[src/hw/rtl/rha_pkg.sv]
// ----------------------------------------------------------------------------
// rha_pkg
// Shared types and constants of the rectangular assignment solver.
// ----------------------------------------------------------------------------
package rha_pkg;

    localparam int DEF_MAX_ROWS    = 16;
    localparam int DEF_MAX_COLUMNS = 16;
    localparam int DEF_COST_BITS   = 24;
    localparam int MAX_RESULTS     = 16;

    localparam int INDEX_BITS     = 4;
    localparam int IN_COST_BITS   = 24;
    localparam int CFG_INDEX_BITS = 4;
    localparam int CFG_DATA_BITS  = 5;

    localparam logic [CFG_INDEX_BITS-1:0] REG_ROW_COUNT    = 4'd0;
    localparam logic [CFG_INDEX_BITS-1:0] REG_COLUMN_COUNT = 4'd1;

    localparam logic STATUS_OK   = 1'b0;
    localparam logic STATUS_FAIL = 1'b1;

    typedef enum logic [3:0] {
        DP_NOP,
        DP_SOLVE_INIT,
        DP_ROW_START,
        DP_STEP_START,
        DP_SCAN,
        DP_UPDATE,
        DP_AUGMENT,
        DP_ROW_NEXT,
        DP_COLLECT,
        DP_EMIT,
        DP_FAIL
    } dp_op_t;

    typedef struct packed {
        logic cnt_last;
        logic found;
        logic c0_free;
        logic path_end;
        logic row_last;
        logic emit_last;
        logic out_free;
    } dp_status_t;

endpackage

[src/hw/rtl/rha_ctrl.sv]
// ----------------------------------------------------------------------------
// rha_ctrl
// Sequencer of the solve: row loop, augmenting steps, column sweeps, output.
// ----------------------------------------------------------------------------
module rha_ctrl (
    input  logic                clk,
    input  logic                rst_n,
    input  logic                start,
    input  rha_pkg::dp_status_t stat,
    output rha_pkg::dp_op_t     op,
    output logic                idle
);
    import rha_pkg::*;

    typedef enum logic [3:0] {
        S_IDLE,
        S_INIT,
        S_ROW,
        S_STEP,
        S_SCAN,
        S_DECIDE,
        S_UPDATE,
        S_CHECK,
        S_AUGMENT,
        S_ROW_NEXT,
        S_COLLECT,
        S_EMIT,
        S_FAIL
    } state_t;

    state_t state_reg;
    state_t state_next;

    always_comb
    begin
        state_next = state_reg;
        op         = DP_NOP;
        unique case (state_reg)
            S_IDLE:
            begin
                if (start)
                begin
                    state_next = S_INIT;
                end
            end
            S_INIT:
            begin
                op         = DP_SOLVE_INIT;
                state_next = S_ROW;
            end
            S_ROW:
            begin
                op         = DP_ROW_START;
                state_next = S_STEP;
            end
            S_STEP:
            begin
                op         = DP_STEP_START;
                state_next = S_SCAN;
            end
            S_SCAN:
            begin
                op = DP_SCAN;
                if (stat.cnt_last)
                begin
                    state_next = S_DECIDE;
                end
            end
            S_DECIDE:
            begin
                state_next = stat.found ? S_UPDATE : S_FAIL;
            end
            S_UPDATE:
            begin
                op = DP_UPDATE;
                if (stat.cnt_last)
                begin
                    state_next = S_CHECK;
                end
            end
            S_CHECK:
            begin
                state_next = stat.c0_free ? S_AUGMENT : S_STEP;
            end
            S_AUGMENT:
            begin
                op = DP_AUGMENT;
                if (stat.path_end)
                begin
                    state_next = stat.row_last ? S_COLLECT : S_ROW_NEXT;
                end
            end
            S_ROW_NEXT:
            begin
                op         = DP_ROW_NEXT;
                state_next = S_ROW;
            end
            S_COLLECT:
            begin
                op = DP_COLLECT;
                if (stat.cnt_last)
                begin
                    state_next = S_EMIT;
                end
            end
            S_EMIT:
            begin
                if (stat.out_free)
                begin
                    op = DP_EMIT;
                    if (stat.emit_last)
                    begin
                        state_next = S_IDLE;
                    end
                end
            end
            S_FAIL:
            begin
                if (stat.out_free)
                begin
                    op         = DP_FAIL;
                    state_next = S_IDLE;
                end
            end
            default:
            begin
                state_next = S_IDLE;
            end
        endcase
    end

    always_ff @(posedge clk or negedge rst_n)
    begin
        if (!rst_n)
        begin
            state_reg <= S_IDLE;
        end
        else
        begin
            state_reg <= state_next;
        end
    end

    assign idle = (state_reg == S_IDLE);

endmodule
[config.mk]
export PLATFORM = sky130hd
export DESIGN_NAME = rha_ctrl
export DESIGN_NICKNAME = d
export VERILOG_FILES = /design/src/hw/rtl/rha_pkg.sv /design/src/hw/rtl/rha_ctrl.sv
export SDC_FILE = /design/constraint.sdc
export NUM_CORES = 1
export LEC_CHECK = 0
export BUFFER_PORTS_ARGS = -buffer_cell sky130_fd_sc_hd__buf_2
export CORE_AREA = 3 3 40 42
export DETAILED_ROUTE_END_ITERATION = 10
export DIE_AREA = 0 0 43 45
export PLACE_DENSITY_LB_ADDON = 0.12
export SYNTH_ARGS = -nofsm -noshare
export SYNTH_HDL_FRONTEND = slang
export SYNTH_SLANG_ARGS = --single-unit
[constraint.sdc]
create_clock -name clk -period 1.4 [get_ports clk]
set_input_delay 0.28 -clock clk [delete_from_list [all_inputs] [get_ports clk]]
set_output_delay 0.28 -clock clk [all_outputs]
set_load 0.005 [all_outputs]
==> insert_results.sql <==
INSERT INTO impl_metrics (metric_group, metric, value, unit) VALUES
('run_status', 'status', 'finished, violations left', ''),
('run_status', 'violations', 'setup timing', ''),
('synthesis', 'yosysWarningCount', '0', ''),
('worst_setup_path', 'worstPathMaxFanout', '6', ''),
('route', 'final_antenna_net_count', '0', ''),
('clock_network', 'cts_buffer_depth', '2', ''),
('clock_network', 'cts_root_buffer', 'clkbuf_4', ''),
('grt', 'gr-usage-all-layers', '0.149', ''),
('synthesis', 'synth_area_leader_cell', 'dfrtp_1', ''),
('worst_setup_path', 'timing.rr.start', 'state_reg[1]$_DFFE_PN0P_', ''),
('power', 'p_seq_frac', '0.142', ''),
('place', 'placement.setup.worst_slack', '-0.119', 'ns'),
('power', 'share_clk_of_total_power', '0.071', ''),
('worst_setup_path', 'worst-path-buf-inv', '3', ''),
('timing', 'grt_setup_unrepaired', 'yes', ''),
('worst_setup_path', 'worst_ep_required_time', '1.12', 'ns'),
('grt', 'grt_pass1_wl', '2210', 'um'),
('grt', 'grt_start_max_net_pins', '12', ''),
('synthesis', 'number_of_flops_mapped_to_enable_cells_by_yosys', '0', ''),
('worst_setup_path', 'timing.critical_path.slowest_cell_delay', '0.45', 'ns'),
('floorplan', 'die_x', '43', 'um'),
('worst_setup_path', 'critical_path_arrival', '1.31', 'ns'),
('place', 'portBuffers', '14', ''),
('route', 'first_pass_iters', '4', ''),
('power', 'leakagePower', '0.383', 'nW'),
('floorplan', 'rows', '13', ''),
('hold_path', 'hold_removal_path_class', 'input pin to asynchronous set/reset pin', ''),
('grt', 'global_route_overflow', '0', ''),
('worst_setup_path', 'critical_path.slowest_cell', 'dfrtp_2', ''),
('route', 'finalWirelength', '1400', 'um'),
('place', 'hpwlAfterDp', '913', 'um'),
('power', 'power_report.internal_total', '1.14', 'mW'),
('timing', 'fin_crit_share', '1.13', ''),
('cells_and_area', 'finalCoreUtilization', '0.642', ''),
('floorplan', 'die_area', '1940', 'um^2'),
('worst_setup_path', 'worst_path_dominant_cell_family', 'flip-flops', ''),
('worst_setup_path', 'worstPathCellList', 'buf_12 > clkinv_8 > nor2_4 > o32ai_2 > buf_2', ''),
('synthesis', 'post_synth_inst_count', '57', ''),
('synthesis', 'synth.yosys.seq_area_share', '0.223', ''),
('grt', 'grt_antenna_before_repair', '0', ''),
('power', 'switching_power', '773', 'uW'),
('timing', 'finalSetupViolCount', '8', ''),
('clock_network', 'insertion_delay_of_the_later_clocked_pin_in_the_worst_skew_pair', '0.23', 'ns'),
('clock_network', 'clock_sinks', '4', ''),
('clock_network', 'tritoncts_clock_tree', 'built', ''),
('worst_setup_path', 'worst_setup_path_start_kind', 'flop', ''),
('timing', 'layout_min_cycle_time', '1.59', 'ns'),
('clock_network', 'cts_inserted_buffers', '3', ''),
('power', 'power_density', '2330', 'nW/um^2'),
('timing', 'timing.final.max_slew_violations', '0', ''),
('synthesis', 'synth_cell_type_count', '32', ''),
('power', 'combPwrFrac', '0.787', ''),
('worst_setup_path', 'critical_path_depth', '5', ''),
('route', 'via_count', '565', ''),
('timing', 'timing.final.ws_setup', '-0.186', 'ns'),
('place', 'postPlaceCellArea', '616', 'um^2'),
('route', 'detailedRoute.firstIterationViolations', '4', ''),
('floorplan', 'die_height', '45', 'um'),
('floorplan', 'io-pin-count', '15', ''),
('synthesis', 'synth_top_cells_by_area', 'dfrtp_1, nand2b_1, buf_2', ''),
('synthesis', 'synth_top_flop_cell', 'dfrtp_1', ''),
('synthesis', 'synth_fp_nets', '67', ''),
('synthesis', 'synth_most_common_cell', 'nand2b_1', ''),
('synthesis', 'ys_top_cells_by_count', 'nand2b_1, buf_2, dfrtp_1, nor2_1', ''),
('synthesis', 'syn-cell-area', '448', 'um^2'),
('synthesis', 'postSynth.asyncResetShare', '1.00', ''),
('floorplan', 'coreArea', '1280', 'um^2'),
('cells_and_area', 'fillers', '110', ''),
('worst_setup_path', 'setup_crit_path_kind', 'flop to output pin', ''),
('timing', 'achievable-frequency', '631', 'MHz'),
('cells_and_area', 'postLayoutCellArea', '825', 'um^2');
==> logic make-up (layout without fill, tap and decap cells) <==
family | after synthesis | after routing | share of synthesized area
compound gates | 22 | 22 | 0.360
simple gates | 21 | 21 | 0.274
buf+inv | 8 | 43 | 0.0950
flops | 4 | 4 | 0.223
mux | 2 | 2 | 0.0475
==> power groups by stage <==
stage	Clock, mW	Sequential [mW]	Combinational (mW)
6_report	0.135	0.272	1.51
2_1_floorplan	0	0.214	0.634
3_3_place_gp	0	0.276	1.01
4_1_cts	0.144	0.270	1.38
5_1_grt	0.146	0.283	1.63
3_5_place_dp	0	0.280	1.00
==> path summary, 6_finish.rpt <==
check / to / slack [ns]
setup / recovery: op[0] / -0.19
hold / removal: state_reg[0]$_DFFE_PN0P_ / 0.38
setup reg to reg: state_reg[3]$_DFFE_PN0P_ / -0.15
hold reg to reg: state_reg[3]$_DFFE_PN0P_ / 0.59
max in group asynchronous: state_reg[2]$_DFFE_PN0P_ / 0.89
min in group clk: state_reg[0]$_DFFE_PN0P_ / 0.40
==> layer usage <==
| layer | routed length, um | part of all wire | up-vias | GRT usage |
|---|---|---|---|---|
| li1 | - | - | 289 | - |
| met1 | 614 | 0.44 | 267 | 0.174 |
| met2 | 745 | 0.53 | 9 | 0.281 |
| met3 | 38 | 0.027 | 0 | 0.00797 |
| met4 | 0 | 0 | 0 | 0.0663 |
| met5 | 0 | 0 | - | 0 |
==> layout make-up <==
type / instances / area [um^2] / area share
well taps: 15 / 18.8 / 0.0228
flip-flops and latches: 4 / 104 / 0.126
multi-input cells: 45 / 383 / 0.464
repair buffers: 37 / 273 / 0.331
clock buffers: 3 / 22.5 / 0.0273
inverters: 3 / 23.8 / 0.0288
==> repair_timing <==
item                                    in CTS  in global routing
pin swaps                                    7                  4
resized for setup                           20                  8
hold endpoints to repair                     4                  0
setup buffers                                8                  1
hold buffers                                 1                  0
endpoints found under the setup margin       7                  8
==> layout by cell type, fill, tap and decap left out, types with 2 or more instances in the layout <==
cell type / count
nor2_1: 2
dfrtp_2: 3
a21oi_1: 2
buf_2: 14
nand2b_1: 2
nand2_1: 2
clkbuf_4: 3
nor2b_1: 2
o21ai_0: 2
buf_4: 17
o22ai_1: 2
o21ai_1: 2
nand2b_4: 3
buf_6: 4
a21o_1: 2
==> stage by stage <==
step	std cells	TNS [ns]	hold slack [ns]
floorplan	57	0	-0.0156
global placement	94	-0.269	0.0866
detailed placement	94	-0.358	0.0864
CTS	106	-1.05	0.376
global route	107	-1.50	0.395
finish	107	-1.11	0.385
Note: power is estimated with default switching activity, not from simulation.
